===== src/hdl/lpr_pkg.sv =====
// ---------------------------------------------------------------------------
// lpr_pkg: shared types and constants for the LRU page replacement block
// Frame count, widths, configuration register indexes, saturating add.
// ---------------------------------------------------------------------------
package lpr_pkg;

    localparam int FRAMES    = 8;
    localparam int PAGE_BITS = 16;
    localparam int ID_W      = (FRAMES > 1) ? $clog2(FRAMES) : 1;
    localparam int CNT_W     = $clog2(FRAMES + 1);
    localparam int SLOT_W    = 3;
    localparam int COST_W    = 13;
    localparam int TIME_W    = 10;
    localparam int FIU_W     = 4;
    localparam int CFG_IDX_W = 3;
    localparam int CFG_DAT_W = 10;

    typedef logic [PAGE_BITS-1:0] t_page;
    typedef logic [ID_W-1:0]      t_id;
    typedef logic [CNT_W-1:0]     t_cnt;
    typedef logic [SLOT_W-1:0]    t_slot;
    typedef logic [COST_W-1:0]    t_cost;
    typedef logic [TIME_W-1:0]    t_time;
    typedef logic [FIU_W-1:0]     t_fiu;
    typedef logic [31:0]          t_count;

    // configuration register indexes
    localparam logic [CFG_IDX_W-1:0] CFG_FRAMES_IN_USE = 3'd0;
    localparam logic [CFG_IDX_W-1:0] CFG_MEMORY_TIME   = 3'd1;
    localparam logic [CFG_IDX_W-1:0] CFG_FAULT_TIME    = 3'd2;
    localparam logic [CFG_IDX_W-1:0] CFG_TLB_TIME      = 3'd3;
    localparam logic [CFG_IDX_W-1:0] CFG_TLB_ENABLE    = 3'd4;

    // one recency position: which frame, and the page that frame holds
    typedef struct packed {
        t_id   id;
        t_page page;
    } t_entry;

    // per-cell control from the top level
    typedef struct packed {
        logic valid;   // position is below the fill count
        logic shift;   // take the entry of the next position
        logic load;    // take the new most-recent entry
    } t_cell_ctl;

    function automatic t_count sat_add(input t_count a, input t_cost b);
        logic [32:0] s;
        s = {1'b0, a} + {20'd0, b};
        return s[32] ? 32'hFFFF_FFFF : s[31:0];
    endfunction

endpackage


===== src/hdl/lpr_ref_if.sv =====
// ---------------------------------------------------------------------------
// lpr_ref_if: page reference channel
// valid/ready handshake carrying one page reference per beat.
// ---------------------------------------------------------------------------
interface lpr_ref_if;
    logic          valid;
    logic          ready;
    lpr_pkg::t_page page_number;
    logic          restart;

    modport source (output valid, output page_number, output restart, input ready);
    modport sink   (input valid, input page_number, input restart, output ready);
    modport mon    (input valid, input page_number, input restart, input ready);
endinterface


===== src/hdl/lpr_res_if.sv =====
// ---------------------------------------------------------------------------
// lpr_res_if: result channel
// valid/ready handshake carrying one reference result per beat.
// ---------------------------------------------------------------------------
interface lpr_res_if;
    logic            valid;
    logic            ready;
    logic            hit;
    lpr_pkg::t_slot  slot;
    logic            evicted_valid;
    lpr_pkg::t_page  evicted_page;
    lpr_pkg::t_count fault_count;
    lpr_pkg::t_cost  access_cost;
    lpr_pkg::t_count total_cost;
    lpr_pkg::t_count access_index;

    modport source (output valid, output hit, output slot, output evicted_valid,
                    output evicted_page, output fault_count, output access_cost,
                    output total_cost, output access_index, input ready);
    modport sink   (input valid, input hit, input slot, input evicted_valid,
                    input evicted_page, input fault_count, input access_cost,
                    input total_cost, input access_index, output ready);
    modport mon    (input valid, input hit, input slot, input evicted_valid,
                    input evicted_page, input fault_count, input access_cost,
                    input total_cost, input access_index, input ready);
endinterface


===== src/hdl/lpr_cell.sv =====
// ---------------------------------------------------------------------------
// lpr_cell: one recency position of the LRU chain
// Holds a frame id and its page, compares against the reference, and
// passes a "match seen" flag toward the most-recent end.
// ---------------------------------------------------------------------------
module lpr_cell (
    input  logic               i_clk,
    input  lpr_pkg::t_cell_ctl i_ctl,
    input  lpr_pkg::t_entry    i_next,     // entry of the next position
    input  lpr_pkg::t_entry    i_new,      // new most-recent entry
    input  lpr_pkg::t_page     i_page,     // referenced page
    input  logic               i_seen,     // match at an older position
    output logic               o_seen,
    output logic               o_hit,
    output lpr_pkg::t_entry    o_entry
);

    lpr_pkg::t_entry r_entry;

    assign o_hit   = i_ctl.valid && (r_entry.page == i_page);
    assign o_seen  = i_seen || o_hit;
    assign o_entry = r_entry;

    always_ff @(posedge i_clk) begin
        if (i_ctl.load) begin
            r_entry <= i_new;
        end else if (i_ctl.shift) begin
            r_entry <= i_next;
        end
    end

endmodule


===== src/hdl/lru_page_replacement.sv =====
// ---------------------------------------------------------------------------
// lru_page_replacement: LRU page replacement with access cost accounting
// A chain of FRAMES cells holds the recency order, least recent at cell 0,
// each cell carrying its frame id and page. One reference per cycle while o_res does not stall.
// ---------------------------------------------------------------------------
//
//  channel   dir  handshake      beat contents
//  --------  ---  -------------  -------------------------------------------
//  i_ref     in   valid/ready    page_number, restart
//  o_res     out  valid/ready    hit, slot, evicted_valid, evicted_page,
//                                fault_count, access_cost, total_cost,
//                                access_index
//  i_cfg_*   in   write enable   register index, 10-bit data
//
//  A reference is resolved in the cycle it is accepted: all cells compare
//  in parallel, the chain shifts, and the result is registered in the output
//  register. One reference per cycle sustained while o_res does not stall.
//  i_ref.ready is low only while a result sits in the output register and
//  o_res.ready is low. Synchronous active-low reset clears the fill count
//  and counters and sets the config registers to defaults; cell contents
//  are not reset and are never read above the fill count.
//
module lru_page_replacement (
    input  logic                              i_clk,
    input  logic                              i_rst_n,
    lpr_ref_if.sink                           i_ref,
    lpr_res_if.source                         o_res,
    input  logic                              i_cfg_we,
    input  logic [lpr_pkg::CFG_IDX_W-1:0]     i_cfg_idx,
    input  logic [lpr_pkg::CFG_DAT_W-1:0]     i_cfg_data
);

    // config registers
    lpr_pkg::t_fiu  r_fiu;
    lpr_pkg::t_time r_mem_time;
    lpr_pkg::t_time r_fault_time;
    lpr_pkg::t_time r_tlb_time;
    logic           r_tlb_en;

    // run state
    lpr_pkg::t_cnt   r_filled;
    lpr_pkg::t_count r_faults;
    lpr_pkg::t_count r_cost_sum;
    lpr_pkg::t_count r_refs;

    // output register
    logic            r_out_valid;
    logic            r_hit;
    lpr_pkg::t_slot  r_slot;
    logic            r_ev_valid;
    lpr_pkg::t_page  r_ev_page;
    lpr_pkg::t_count r_fault_count;
    lpr_pkg::t_cost  r_cost;
    lpr_pkg::t_count r_total;
    lpr_pkg::t_count r_index;

    logic               accept;
    lpr_pkg::t_cnt      filled_eff;
    lpr_pkg::t_count    faults_eff;
    lpr_pkg::t_count    cost_eff;
    lpr_pkg::t_count    refs_eff;
    logic               any_hit;
    logic               do_fill;
    logic               do_evict;
    logic               room;
    lpr_pkg::t_id       hit_id;
    lpr_pkg::t_entry    new_entry;
    lpr_pkg::t_id       slot_id;
    lpr_pkg::t_cost     cost;
    lpr_pkg::t_cost     mem3;

    lpr_pkg::t_cell_ctl ctl   [lpr_pkg::FRAMES];
    lpr_pkg::t_entry    entry [lpr_pkg::FRAMES];
    logic               seen  [lpr_pkg::FRAMES+1];
    logic               hit_v [lpr_pkg::FRAMES];

    lpr_pkg::t_cnt      n_filled;
    lpr_pkg::t_count    n_faults;

    assign i_ref.ready = !r_out_valid || o_res.ready;
    assign accept      = i_ref.valid && i_ref.ready;

    // restart zeroes the run state in front of this reference
    assign filled_eff = i_ref.restart ? '0 : r_filled;
    assign faults_eff = i_ref.restart ? '0 : r_faults;
    assign cost_eff   = i_ref.restart ? '0 : r_cost_sum;
    assign refs_eff   = i_ref.restart ? '0 : r_refs;

    // ---- cell chain ------------------------------------------------------
    assign seen[0] = 1'b0;

    for (genvar g = 0; g < lpr_pkg::FRAMES; g++) begin : g_cell
        lpr_pkg::t_entry next_e;
        if (g == lpr_pkg::FRAMES - 1) begin : g_last
            assign next_e = entry[g];
        end else begin : g_mid
            assign next_e = entry[g+1];
        end

        lpr_cell u_cell (
            .i_clk   (i_clk),
            .i_ctl   (ctl[g]),
            .i_next  (next_e),
            .i_new   (new_entry),
            .i_page  (i_ref.page_number),
            .i_seen  (seen[g]),
            .o_seen  (seen[g+1]),
            .o_hit   (hit_v[g]),
            .o_entry (entry[g])
        );
    end

    // hit lookup: the matching cell supplies its frame id
    always_comb begin
        any_hit = 1'b0;
        hit_id  = '0;
        for (int i = 0; i < lpr_pkg::FRAMES; i++) begin
            if (hit_v[i]) begin
                any_hit = 1'b1;
                hit_id  = hit_id | entry[i].id;
            end
        end
    end

    // frames_in_use of 0 acts as 1, above FRAMES acts as FRAMES
    always_comb begin
        if (r_fiu == '0) begin
            room = (filled_eff == '0);
        end else begin
            room = (32'(filled_eff) < 32'(r_fiu))
                   && (32'(filled_eff) < lpr_pkg::FRAMES);
        end
    end

    assign do_fill  = !any_hit && room;
    assign do_evict = !any_hit && !room;

    // frame id of the new most-recent entry
    always_comb begin
        if (any_hit) begin
            slot_id = hit_id;
        end else if (do_fill) begin
            slot_id = lpr_pkg::ID_W'(filled_eff);
        end else begin
            slot_id = entry[0].id;          // least recent frame is replaced
        end
    end

    assign new_entry.id   = slot_id;
    assign new_entry.page = i_ref.page_number;

    // per-position shift/load
    always_comb begin
        for (int i = 0; i < lpr_pkg::FRAMES; i++) begin
            ctl[i].valid = 32'(filled_eff) > i;
            ctl[i].shift = accept && (32'(filled_eff) > i + 1)
                           && (any_hit ? seen[i+1] : do_evict);
            ctl[i].load  = accept &&
                           (do_fill ? (32'(filled_eff) == i)
                                    : (32'(filled_eff) == i + 1));
        end
    end

    // ---- cost ------------------------------------------------------------
    assign mem3 = lpr_pkg::COST_W'(r_mem_time) + lpr_pkg::COST_W'({r_mem_time, 1'b0});

    always_comb begin
        if (any_hit) begin
            cost = r_tlb_en ? (lpr_pkg::COST_W'(r_tlb_time) + lpr_pkg::COST_W'(r_mem_time))
                            : lpr_pkg::COST_W'({r_mem_time, 1'b0});
        end else begin
            cost = mem3 + lpr_pkg::COST_W'(r_fault_time)
                 + (r_tlb_en ? lpr_pkg::COST_W'(r_tlb_time) : '0);
        end
    end

    assign n_filled = do_fill ? filled_eff + lpr_pkg::CNT_W'(1) : filled_eff;
    assign n_faults = any_hit ? faults_eff : lpr_pkg::sat_add(faults_eff, 13'd1);

    // ---- registers -------------------------------------------------------
    always_ff @(posedge i_clk) begin
        if (!i_rst_n) begin
            r_fiu        <= 4'd8;
            r_mem_time   <= 10'd100;
            r_fault_time <= 10'd105;
            r_tlb_time   <= 10'd5;
            r_tlb_en     <= 1'b0;
            r_filled     <= '0;
            r_faults     <= '0;
            r_cost_sum   <= '0;
            r_refs       <= '0;
            r_out_valid  <= 1'b0;
        end else begin
            if (i_cfg_we) begin
                case (i_cfg_idx)
                    lpr_pkg::CFG_FRAMES_IN_USE: r_fiu        <= i_cfg_data[lpr_pkg::FIU_W-1:0];
                    lpr_pkg::CFG_MEMORY_TIME:   r_mem_time   <= i_cfg_data;
                    lpr_pkg::CFG_FAULT_TIME:    r_fault_time <= i_cfg_data;
                    lpr_pkg::CFG_TLB_TIME:      r_tlb_time   <= i_cfg_data;
                    lpr_pkg::CFG_TLB_ENABLE:    r_tlb_en     <= i_cfg_data[0];
                    default: ;
                endcase
            end

            if (accept) begin
                r_filled    <= n_filled;
                r_faults    <= n_faults;
                r_cost_sum  <= lpr_pkg::sat_add(cost_eff, cost);
                r_refs      <= lpr_pkg::sat_add(refs_eff, 13'd1);
                r_out_valid <= 1'b1;
            end else if (o_res.ready) begin
                r_out_valid <= 1'b0;
            end
        end
    end

    // result payload, no reset needed
    always_ff @(posedge i_clk) begin
        if (accept) begin
            r_hit         <= any_hit;
            r_slot        <= lpr_pkg::t_slot'(slot_id);
            r_ev_valid    <= do_evict;
            r_ev_page     <= do_evict ? entry[0].page : '0;
            r_fault_count <= n_faults;
            r_cost        <= cost;
            r_total       <= lpr_pkg::sat_add(cost_eff, cost);
            r_index       <= refs_eff;
        end
    end

    assign o_res.valid         = r_out_valid;
    assign o_res.hit           = r_hit;
    assign o_res.slot          = r_slot;
    assign o_res.evicted_valid = r_ev_valid;
    assign o_res.evicted_page  = r_ev_page;
    assign o_res.fault_count   = r_fault_count;
    assign o_res.access_cost   = r_cost;
    assign o_res.total_cost    = r_total;
    assign o_res.access_index  = r_index;

endmodule


===== src/flat_wrapper.sv =====
// flat-port wrapper written by rule: the top's interface ports become plain ports
module lru_page_replacement_flat 
  (i_clk, i_rst_n, i_cfg_we, i_cfg_idx, i_cfg_data, i_ref_valid, i_ref_page_number, i_ref_restart, i_ref_ready, o_res_valid, o_res_hit, o_res_slot, o_res_evicted_valid, o_res_evicted_page, o_res_fault_count, o_res_access_cost, o_res_total_cost, o_res_access_index, o_res_ready);
  lpr_ref_if i_ref_i ();
  lpr_res_if o_res_i ();
  input  logic i_clk;
  input  logic i_rst_n;
  input  logic i_cfg_we;
  input  logic [lpr_pkg::CFG_IDX_W-1:0] i_cfg_idx;
  input  logic [lpr_pkg::CFG_DAT_W-1:0] i_cfg_data;
  input wire logic [$bits(i_ref_i.valid)-1:0] i_ref_valid;
  input wire logic [$bits(i_ref_i.page_number)-1:0] i_ref_page_number;
  input wire logic [$bits(i_ref_i.restart)-1:0] i_ref_restart;
  output wire logic [$bits(i_ref_i.ready)-1:0] i_ref_ready;
  output wire logic [$bits(o_res_i.valid)-1:0] o_res_valid;
  output wire logic [$bits(o_res_i.hit)-1:0] o_res_hit;
  output wire logic [$bits(o_res_i.slot)-1:0] o_res_slot;
  output wire logic [$bits(o_res_i.evicted_valid)-1:0] o_res_evicted_valid;
  output wire logic [$bits(o_res_i.evicted_page)-1:0] o_res_evicted_page;
  output wire logic [$bits(o_res_i.fault_count)-1:0] o_res_fault_count;
  output wire logic [$bits(o_res_i.access_cost)-1:0] o_res_access_cost;
  output wire logic [$bits(o_res_i.total_cost)-1:0] o_res_total_cost;
  output wire logic [$bits(o_res_i.access_index)-1:0] o_res_access_index;
  input wire logic [$bits(o_res_i.ready)-1:0] o_res_ready;
  assign i_ref_i.valid = i_ref_valid;
  assign i_ref_i.page_number = i_ref_page_number;
  assign i_ref_i.restart = i_ref_restart;
  assign i_ref_ready = i_ref_i.ready;
  assign o_res_valid = o_res_i.valid;
  assign o_res_hit = o_res_i.hit;
  assign o_res_slot = o_res_i.slot;
  assign o_res_evicted_valid = o_res_i.evicted_valid;
  assign o_res_evicted_page = o_res_i.evicted_page;
  assign o_res_fault_count = o_res_i.fault_count;
  assign o_res_access_cost = o_res_i.access_cost;
  assign o_res_total_cost = o_res_i.total_cost;
  assign o_res_access_index = o_res_i.access_index;
  assign o_res_i.ready = o_res_ready;
  lru_page_replacement u_core (.i_clk(i_clk), .i_rst_n(i_rst_n), .i_ref(i_ref_i), .o_res(o_res_i), .i_cfg_we(i_cfg_we), .i_cfg_idx(i_cfg_idx), .i_cfg_data(i_cfg_data));
endmodule

===== config.mk =====
export PLATFORM = sky130hd
export DESIGN_NAME = lru_page_replacement_flat
export DESIGN_NICKNAME = d
export VERILOG_FILES = /design/src/hdl/lpr_pkg.sv /design/src/hdl/lpr_ref_if.sv /design/src/hdl/lpr_res_if.sv /design/src/hdl/lpr_cell.sv /design/src/hdl/lru_page_replacement.sv /design/src/flat_wrapper.sv
export SDC_FILE = /design/constraint.sdc
export NUM_CORES = 1
export LEC_CHECK = 0
export BUFFER_PORTS_ARGS = -buffer_cell sky130_fd_sc_hd__buf_2
export CORE_ASPECT_RATIO = 2
export CORE_MARGIN = 2
export CORE_UTILIZATION = 50
export CTS_CLUSTER_DIAMETER = 150
export DETAILED_ROUTE_END_ITERATION = 8
export GPL_ROUTABILITY_DRIVEN = 0
export PLACE_DENSITY = 0.73
export SYNTH_ARGS = -nofsm -noshare
export SYNTH_HDL_FRONTEND = slang
export SYNTH_SLANG_ARGS = --single-unit

===== constraint.sdc =====
create_clock -name i_clk -period 10.6 [get_ports i_clk]
set_input_delay 1.59 -clock i_clk [delete_from_list [all_inputs] [get_ports i_clk]]
set_output_delay 1.59 -clock i_clk [all_outputs]
set_load 0.005 [all_outputs]

---- Yosys cells after proc, flatten, opt, wreduce, memory -nomap -nowiden ----
Cells that the tools add are included.
operators by class
  add/subtract/negate cells ............... 8
  magnitude comparators ................... 10
  equal/unequal tests ..................... 20
  multiplexer cells ....................... 62
  bitwise gates (word level) .............. 7
  reduce and logical (&&, ||, !) cells .... 60
operators by type and width
  cell                     count
  $mux W19                 14
  $mux W32                 7
  $eq A16 B16 Y1           8
  $add A32 B1 Y33 const B  2
  $logic_and A1 B1 Y1      34
  $add A32 B13 Y33         1
  $mux W3                  10
  $mux W1                  26
  $mux W13                 2
  $or A3 B3 Y3             7
  $eq A4 B3 Y1 const B     4
  $gt A4 B3 Y1 const B     4
  $reduce_bool A2 Y1       8
  $add A13 B10 Y13         1
  $add A13 B13 Y13         1
  $add A10 B11 Y12         1
  $add A10 B10 Y11         1
  $mux W10                 1
  $reduce_and A2 Y1        5
  $eq A4 B2 Y1 const B     2
  $gt A4 B1 Y1 const B     2
  $gt A4 B2 Y1 const B     2
  $logic_not A4 Y1         2
  $mux W4                  2
  11 further kinds         20
storage, ports and cells
  register bits ........................... 418
  input bits .............................. 35
  output and inout port bits .............. 132
  logic and storage cells ................. 201

---- Depth between registers and ports, before layout ----
Gate-level depths: netlist (run 1).
  depth in word-level cells ............... 20
  gate-level depth with buffers ........... 28
  depth with buffers taken out ............ 28

---- By module ----
Synthesis (run 1) repeated with hierarchy kept, for this count alone.
unflattened totals
  cells, all modules ...................... 2189
  area total of the unflattened synthesis .. 22845.7 um2
modules (own cells, without submodules)
  module                times used  cells each  area each (um2)  seq. area each (um2)
  lru_page_replacement  1           1661        14858.0          6626.4
  lpr_cell              8           66          998.5            570.5

---- Least setup slack after synthesis (run 1) ----
Ideal clock, no wire load.
  path kind ............................... input -> register
  from .................................... input i_ref_restart
  to ...................................... register u_core.r_total[27] (netlist: u_core.o_res.total_cost[27]), data pin
  library setup time ...................... 0.274 ns
  arrival ................................. 6.807 ns
  data required time ...................... 10.326 ns
  setup slack ............................. 3.519 ns
  stages on the path ...................... 27
  path buffers ............................ 8
  cells stage by stage .................... buf_2 buf_1 clkbuf_1 nor2b_1 inv_1 ha_1 nor2b_1 o21ai_0 nor3_1 or4_1 buf_4 nor2_1 inv_2 clkbuf_1 buf_2 nand3_1 o21ai_0 ha_1 fa_1 a21o_1 a21oi_1 o21ai_0 nand3_1 a2111o_1 clkbuf_1 clkbuf_1 nand3_1
on the way
  cells in the longest elaborated chain, start to end .. 14
  elaborated cells between the ends (all ways) .. 29
  classes of those cells .................. 1 x add/sub; 8 x order compare; 12 x mux; 8 x reduce/logical
ends and longest elaborated chain
  what                      RTL line                     text
  from (decl)               flat_wrapper.sv:13           input wire logic [$bits(i_ref_i.restart)-1:0] i_ref_restart;
  $mux W4 (*)               lru_page_replacement.sv:84   assign filled_eff = i_ref.restart ? '0 : r_filled;
  $gt A4 B1 Y1              lru_page_replacement.sv:155  ctl[i].valid = 32'(filled_eff) > i;
  $logic_and A1 B1 Y1       lpr_cell.sv:20               assign o_hit = i_ctl.valid && (r_entry.page == i_page);
  $mux W1 (7 in a row)      lru_page_replacement.sv:118  if (hit_v[i]) begin
  $mux W1 (*)               lru_page_replacement.sv:118
  $mux W13 (*)              lru_page_replacement.sv:168  if (any_hit) begin
  named net u_core.cost[0]  lru_page_replacement.sv:69   lpr_pkg::t_cost cost;
  $add A32 B13 Y33 (*)      lpr_pkg.sv:49                s = {1'b0, a} + {20'd0, b};
  $mux W32 (*)              -
  to (signal assigned)      lru_page_replacement.sv:226  r_total <= lpr_pkg::sat_add(cost_eff, cost);
  to (decl)                 lru_page_replacement.sv:54   lpr_pkg::t_count r_total;
Mark *: on every way through the listed nets, which the timed path passes. The rest lies on a longest branch.
A chain may end at the register's enable or synchronous reset.

---- Worst setup path in the final report (run 1) ----
  from .................................... input i_ref_restart
  to ...................................... register u_core.r_total[17] (netlist: u_core.o_res.total_cost[17]), data pin
The elaborated chain is that of the path after synthesis.

==> metrics.cfg, run 1 <==
[run_status]
status = complete, no violations

[yosys]
synthTopCellsByArea = edfxtp_1 (36%), dfxtp_1 (12%), mux2_2 (5.5%), xnor2_1 (4.6%), nand2_1 (3.2%)
ys_seq_elements = 418
yosysTopAreaCellShare_pct = 36.08
avgSynthCellArea_sq_um = 10.51
yosys.area.top_type = edfxtp_1
syn-cell-area_sq_mm = 0.02347
yosysUniqueCellTypes = 87
yosysSeqAreaShare_pct = 47.68
synth-async-reset-ratio_pct = 0
syn-instance-count = 2234
syn-num-nets = 2337
yosysWarnings = 0
synth_edf_count = 282
synth_flop_cell = edfxtp_1

[routing]
dr.pass1.iters = 6
viasPerCell = 6.130
routedWlPerCell_microns = 21.88
ant_nets = 0
dr.first_iter.drc_count = 1495
route.detailed.drc = 0
via_count = 18150
totalWireLength_microns = 64790

[placed_design]
dpl.hpwl_microns = 46540
port_buffers = 166

[cts]
htree_levels = 2
clk_path_buf_depth = 3
numCtsBuffers = 38
insertion_delay_ns = 0.57
cts_tree = done
root_buffer = clkbuf_16
clk_pin_slew_ns = 0.06
ctsResizeCount = 0
clock-sinks = 418
post_cts_buffers = 0
ctsHoldBuffers = 0

[worst_hold_path]
hold_start = u_core.r_fault_time[4]$_SDFFE_PN0P_
holdPathStages = 2
holdCritPathClass = reg2reg
min_to = u_core.r_fault_time[4]$_SDFFE_PN0P_

[critical_path]
worstPathRequired_ns = 10.88
cp_data_arrival_time_ns = 7.63
crit_slowest_cell = inv_2
cp-end-kind = flop
crit_type = in2reg
reg2reg_slack_ns = 4.01
worst-r2r-cell-count = 20
critical_path_peak_fanout = 46
crit_chain = buf_4 > nor2b_1 > inv_2 > ha_1 > nand2b_1 > a21oi_1 > nand4_1 > nor4_2 > a2111o_1 > buf_4 > nor2_1 > buf_4 > inv_2 > o21ai_0 > ha_1 > fa_1 > a21o_1 > a21oi_1 > o21ai_0 > nand3_1 > a2111o_1 > buf_4 > o21ai_0
r2r-end = u_core.o_res.total_cost[17]$_DFFE_PP_
critPathMostFrequentCell = buf_4
rr_startpoint = u_core.r_filled[1]$_SDFFE_PN0P_
cpPeakStageDelay_ns = 0.59
startpoint_type = input pin

[timing]
slew_headroom_pct = 25.08
tightestPinTransition_ns = 1.124
hold_violations = 0
rsz0062_at_grt = false
period_share_pct = 69.36
fin_crit_ns = 7.352
max_freq_ghz = 0.1360
skew_ns = 0.02791
report.final.setup_viol = 0
tns_ns = 0
maxSlewViolCount = 0
hold_ws_ns = 0.4591

[floorplan]
ios = 167
rows = 112
dieArea_sq_mm = 0.04879
dieWidth_microns = 157.2
die_h_microns = 310.4
start_util_pct = 50.44
coreArea_sq_mm = 0.04652

[pwr]
clkPwrFrac_pct = 38.0
p_int_mw = 2.707
peakVddDrop_mv = 0.1491
power_frac_comb_pct = 11.2
power_density_mw_per_mm2 = 140.0
sw_frac_of_total_pct = 24.99
pwr-share-seq_pct = 50.8
p_leak_nw = 9.458
power_switching_mw = 0.9021

[final_layout]
nFillCells = 4059
diodes = 0
syn_to_final_growth_pct = 9.847
fin_nets = 2407
drive_gt1_share_pct = 18.98

[global_route]
grt_overflow = 0
grt_pass1_vias = 18060
grt_pass1_wl_microns = 98630
track_usage_pct = 26.26
antenna_found_initial = 1
grt_max_degree = 152

[flow_run]
drv_cap = 0

==> cell type report <==
| cell class | instances | area (sq um) | share of cell area (%) |
|---|---|---|---|
| clock buffers | 55 | 1106 | 4.290 |
| clock inverters | 15 | 117.6 | 0.4562 |
| inverters | 72 | 277.8 | 1.077 |
| multi-input cells | 1584 | 11290 | 43.78 |
| flip-flops and latches | 418 | 11190 | 43.41 |
| well taps | 627 | 784.5 | 3.043 |
| repair buffers | 190 | 1016 | 3.941 |
==> stage by stage <==
stage               worst slack [ns]  instance area [sq um]  cells  utilization, %  power (mW)
global route                   2.804                  25780   2961           55.41       3.729
detailed placement             2.796                  24560   2891           52.78       2.271
floorplan                      3.519                  23470   2234               -       2.137
global placement               2.996                  24560   2891           52.78       2.260
finish                         3.248                  25780   2961           55.41       3.610
CTS                            3.361                  25780   2961           55.41       3.632
==> flip-flops by register name, summed over array words and instances (netlist names) <==
signal,cells
u_core.r_faults,32
u_core.g_cell.u_cell.o_entry,152
u_core.o_res.evicted_page,16
u_core.r_filled,4
u_core.r_cost_sum,32
u_core.o_res.access_cost,13
u_core.o_res.access_index,32
u_core.r_mem_time,10
u_core.o_res.slot,3
u_core.r_fault_time,10
u_core.r_refs,32
u_core.r_tlb_en,1
u_core.r_tlb_time,10
u_core.o_res.evicted_valid,1
u_core.o_res.valid,1
u_core.r_fiu,4
u_core.o_res.fault_count,32
u_core.o_res.total_cost,32
u_core.o_res.hit,1
==> layer usage <==
| layer | track usage [%] | vias up | routed length (microns) |
|---|---|---|---|
| met4 | 19.92 | 2 | 5584 |
| met5 | 0 | - | 14 |
| met3 | 3.162 | 283 | 3194 |
| met1 | 25.95 | 8779 | 21440 |
| met2 | 49.07 | 783 | 34560 |
| li1 | - | 8305 | - |
==> synth_stat cells (10+ instances only) <==
library cell / number
edfxtp_1: 282
nand2_1: 202
dfxtp_1: 136
xnor2_1: 122
mux2_2: 114
a21oi_1: 106
nor2_1: 106
nand3_1: 83
o21ai_0: 83
clkbuf_1: 78
nor2b_1: 78
inv_1: 68
xor2_1: 65
ha_1: 54
nor3_1: 50
nand4_1: 45
a31oi_1: 38
mux2i_1: 37
buf_2: 34
nor4_1: 30
and2_1: 29
buf_4: 27
and3_1: 26
or3_1: 20
mux2_4: 19
a21o_1: 18
buf_1: 16
a22oi_1: 15
a311o_1: 14
fa_1: 14
o211ai_1: 13
o221a_2: 13
a31o_2: 11
nor4_2: 11
o21a_1: 11
o21ai_1: 10
or4_1: 10
==> worst max-delay path by stage <==
stage / depth (start not counted) / to / from
floorplan: 27 / u_core.o_res.total_cost[27]$_DFFE_PP_ / i_ref_restart
global placement: 25 / u_core.r_cost_sum[1]$_SDFFE_PN0P_ / i_ref_restart
detailed placement: 23 / u_core.o_res.total_cost[17]$_DFFE_PP_ / i_ref_restart
CTS: 25 / u_core.r_cost_sum[1]$_SDFFE_PN0P_ / i_ref_restart
global route: 23 / u_core.o_res.total_cost[28]$_DFFE_PP_ / i_ref_restart
finish: 23 / u_core.o_res.total_cost[17]$_DFFE_PP_ / i_ref_restart
==> power by group through the flow <==
stage | Sequential (mW) | Combinational, mW | Clock (mW)
2_1_floorplan | 1.87 | 0.267 | 0
3_3_place_gp | 1.87 | 0.391 | 0
3_5_place_dp | 1.87 | 0.401 | 0
6_report | 1.83 | 0.404 | 1.37
5_1_grt | 1.84 | 0.442 | 1.45
4_1_cts | 1.83 | 0.402 | 1.40
==> worst max-delay path: cells and delay by family <==
kind / cells / cell delay, ns
buffers and inverters: 6 / 1.86
and+or+nand+nor: 6 / 1.29
AOI/OAI and AO/OA: 8 / 1.90
adders and majority gates: 3 / 0.95
==> logic make-up after synthesis <==
group                      synth area share (%)
buffers and inverters                     4.457
and+or+nand+nor                           16.77
xor gates and xnor gates                  6.979
muxes                                     8.264
DFF                                       47.68
adders and majority gates                 4.073
AOI/OAI and AO/OA                         11.78
==> layout by cell type (no fill, tap or decap), types with 29 or more instances in the layout <==
cell,n
a21oi_1,106
a31oi_1,38
and2_1,29
buf_2,164
clkbuf_16,39
dfxtp_1,136
edfxtp_1,282
ha_1,54
inv_1,66
mux2_2,114
mux2i_1,30
nand2_1,201
nand3_1,83
nand4_1,45
nor2_1,106
nor2b_1,78
nor3_1,50
nor4_1,30
o21ai_0,83
xnor2_1,122
xor2_1,65
Note: power is estimated with default switching activity, not from simulation.
==> run 2, diff against run 1 <==
Settings changed: ABC_AREA set to 1.
Clock period 10.6 ns to 6.8 ns, I/O delays scaled along.
==> run 2 against run 1 <==
Against the previous run: synthesized cell count increased by 46%; combinational power increased by 140%; final cell count rose by 36%; clock skew is essentially flat; power up 75%; cell area up 6.1%; via count is 23% higher; worst setup slack got worse by 2.4 ns; routed wire length increased by 18%; largest power group unchanged.
==> metrics.cfg, run 2 <==
[yosys]
avgSynthCellArea_sq_um = 7.632
netlist_top_cells_count = nand2_1 (893), inv_1 (432), nor2_1 (372)
synth_edf_count = 282
yosys.area.top_type = edfxtp_1
yosysSeqAreaShare_pct = 44.88
syn-instance-count = 3267
post-synth-top-count-cell = nand2_1
synth-async-reset-ratio_pct = 0
syn-cell-area_sq_mm = 0.02494
synth_flop_cell = edfxtp_1
synthTopCellsByArea = edfxtp_1 (34%), nand2_1 (13%), dfxtp_1 (11%), inv_1 (6.5%), nor2_1 (5.6%)
ys_seq_elements = 418
yosysTopAreaCellShare_pct = 33.96
syn-num-nets = 3370
yosysUniqueCellTypes = 57
yosysWarnings = 0

[cts]
root_buffer = clkbuf_16
numCtsBuffers = 40
post_cts_buffers = 0
clk_pin_slew_ns = 0.07
ctsResizeCount = 0
htree_levels = 2
ctsHoldBuffers = 0
clk_path_buf_depth = 3
insertion_delay_ns = 0.57
clock-sinks = 418
cts_tree = done

[placed_design]
port_buffers = 166
place_ws_ns = 0.6548
placed_area_sq_mm = 0.02602
dpl.hpwl_microns = 56910

[timing]
slew_headroom_pct = 22.10
setup_ws_ns = 0.8045
report.final.setup_viol = 0
tightestPinTransition_ns = 1.166
tns_ns = 0
max_freq_ghz = 0.1668
skew_ns = 0.02749
hold_violations = 0
fin_crit_ns = 5.995
period_share_pct = 88.17
rsz0062_at_grt = false
maxSlewViolCount = 0

[flow_run]
drv_cap = 0

[critical_path]
startpoint_type = flop
cp_data_arrival_time_ns = 6.46
crit_type = reg2reg
critPathMostFrequentCell = nand2_1
cp-end-kind = flop
cpPeakStageDelay_ns = 0.48
worstPathRequired_ns = 7.26
crit_slowest_cell = fa_1
critical_path_peak_fanout = 15
worst-r2r-cell-count = 34

[pwr]
power_density_mw_per_mm2 = 231.0
peakVddDrop_mv = 0.2290
power_mw = 6.319
p_leak_nw = 12.48

[floorplan]
rows = 115
dieArea_sq_mm = 0.05178
die_h_microns = 319.8
dieWidth_microns = 161.9
start_util_pct = 50.67
ios = 167
coreArea_sq_mm = 0.04921

[final_layout]
mostFrequentLayoutCells = nand2_1 (892), inv_1 (432), nor2_1 (372)
postLayoutCellArea_sq_mm = 0.02736
fin_nets = 3469
nFillCells = 4691
syn_to_final_growth_pct = 9.705
largest_register_ffs = 152
final_util_pct = 55.59
drive_gt1_share_pct = 10.69
layout_commonest_cell = nand2_1

[routing]
routedWlPerCell_microns = 18.99
totalWireLength_microns = 76740
viasPerCell = 5.516
dr.first_iter.drc_count = 1705
via_count = 22290
dr.pass1.iters = 7
ant_nets = 0
route.detailed.drc = 0

[global_route]
grt_pass1_vias = 21920
grt_overflow = 0
antenna_found_initial = 5
grt_max_degree = 86
grt_pass1_wl_microns = 117600
track_usage_pct = 29.48

[worst_hold_path]
holdPathStages = 2
holdCritPathClass = reg2reg

[run_status]
status = complete, no violations

[run 2: routing by layer]
layer,global-route usage [%],part of all wire (%),vias up
met5,0,0.065,-
met3,5.226,6.0,373
met4,24.15,9.9,6
li1,-,-,10780
met1,28.23,33,10280
met2,54.03,51,852
[run 2: worst max-delay path, delay by kind of cell, from the launching register on]
family | cells | cell delay, ns
AO/OA/AOI/OAI | 8 | 1.27
flip-flops | 1 | 0.47
adder cells (fa/ha/maj) | 5 | 1.91
XOR/XNOR | 1 | 0.12
AND/OR/NAND/NOR | 13 | 1.43
buffers and inverters | 7 | 0.67
[run 2: area by class of cell]
type                       instances  area (sq um)  area share (%)
antenna                            2         5.005         0.01830
multi-input combinational       2270         11330           41.43
inverter                         448          1689           6.175
tap                              643         804.5           2.941
timing repair buffer             188         998.5           3.650
sequential                       418         11190           40.91
clock buffer                      49          1076           3.934
clock inverter                    23         257.7          0.9422
[run 2: logic make-up (layout without fill, tap and decap cells)]
kind of cell	Yosys count	count (layout)	share of synthesized area, %
other	0	2	0
adders and majority gates	68	68	3.834
and+or+nand+nor	1606	1606	27.29
xor gates and xnor gates	97	97	3.407
buffers and inverters	579	708	9.730
AOI/OAI and AO/OA	499	499	10.86
DFF	418	418	44.88
[run 2: worst paths after layout]
check	end	startpoint	slack, ns
worst max-delay path	u_core.r_cost_sum[0]$_SDFFE_PN0P_	u_core.r_mem_time[1]$_SDFFE_PN0P_	0.80
worst min-delay path	u_core.r_refs[31]$_SDFFE_PN0P_	u_core.r_refs[31]$_SDFFE_PN0P_	0.47
worst max register to register	u_core.r_cost_sum[0]$_SDFFE_PN0P_	u_core.r_mem_time[1]$_SDFFE_PN0P_	0.80
worst min register to register	u_core.r_refs[31]$_SDFFE_PN0P_	u_core.r_refs[31]$_SDFFE_PN0P_	0.47
[run 2: stage by stage]
step           instances  hold WS (ns)
4_1_cts             4039        0.4692
3_5_place_dp        3967        0.4590
2_1_floorplan       3267        0.4444
6_report            4041        0.4707
3_3_place_gp        3967        0.4569
5_1_grt             4040        0.5076
[run 2: report_power, final]
part / leakage, nW / internal (mW) / switching (mW)
combinational: 8.03 / 0.313 / 0.665
clock: 0.643 / 1.32 / 1.04
sequential: 3.81 / 2.90 / 0.0798
total: 12.5 / 4.54 / 1.78
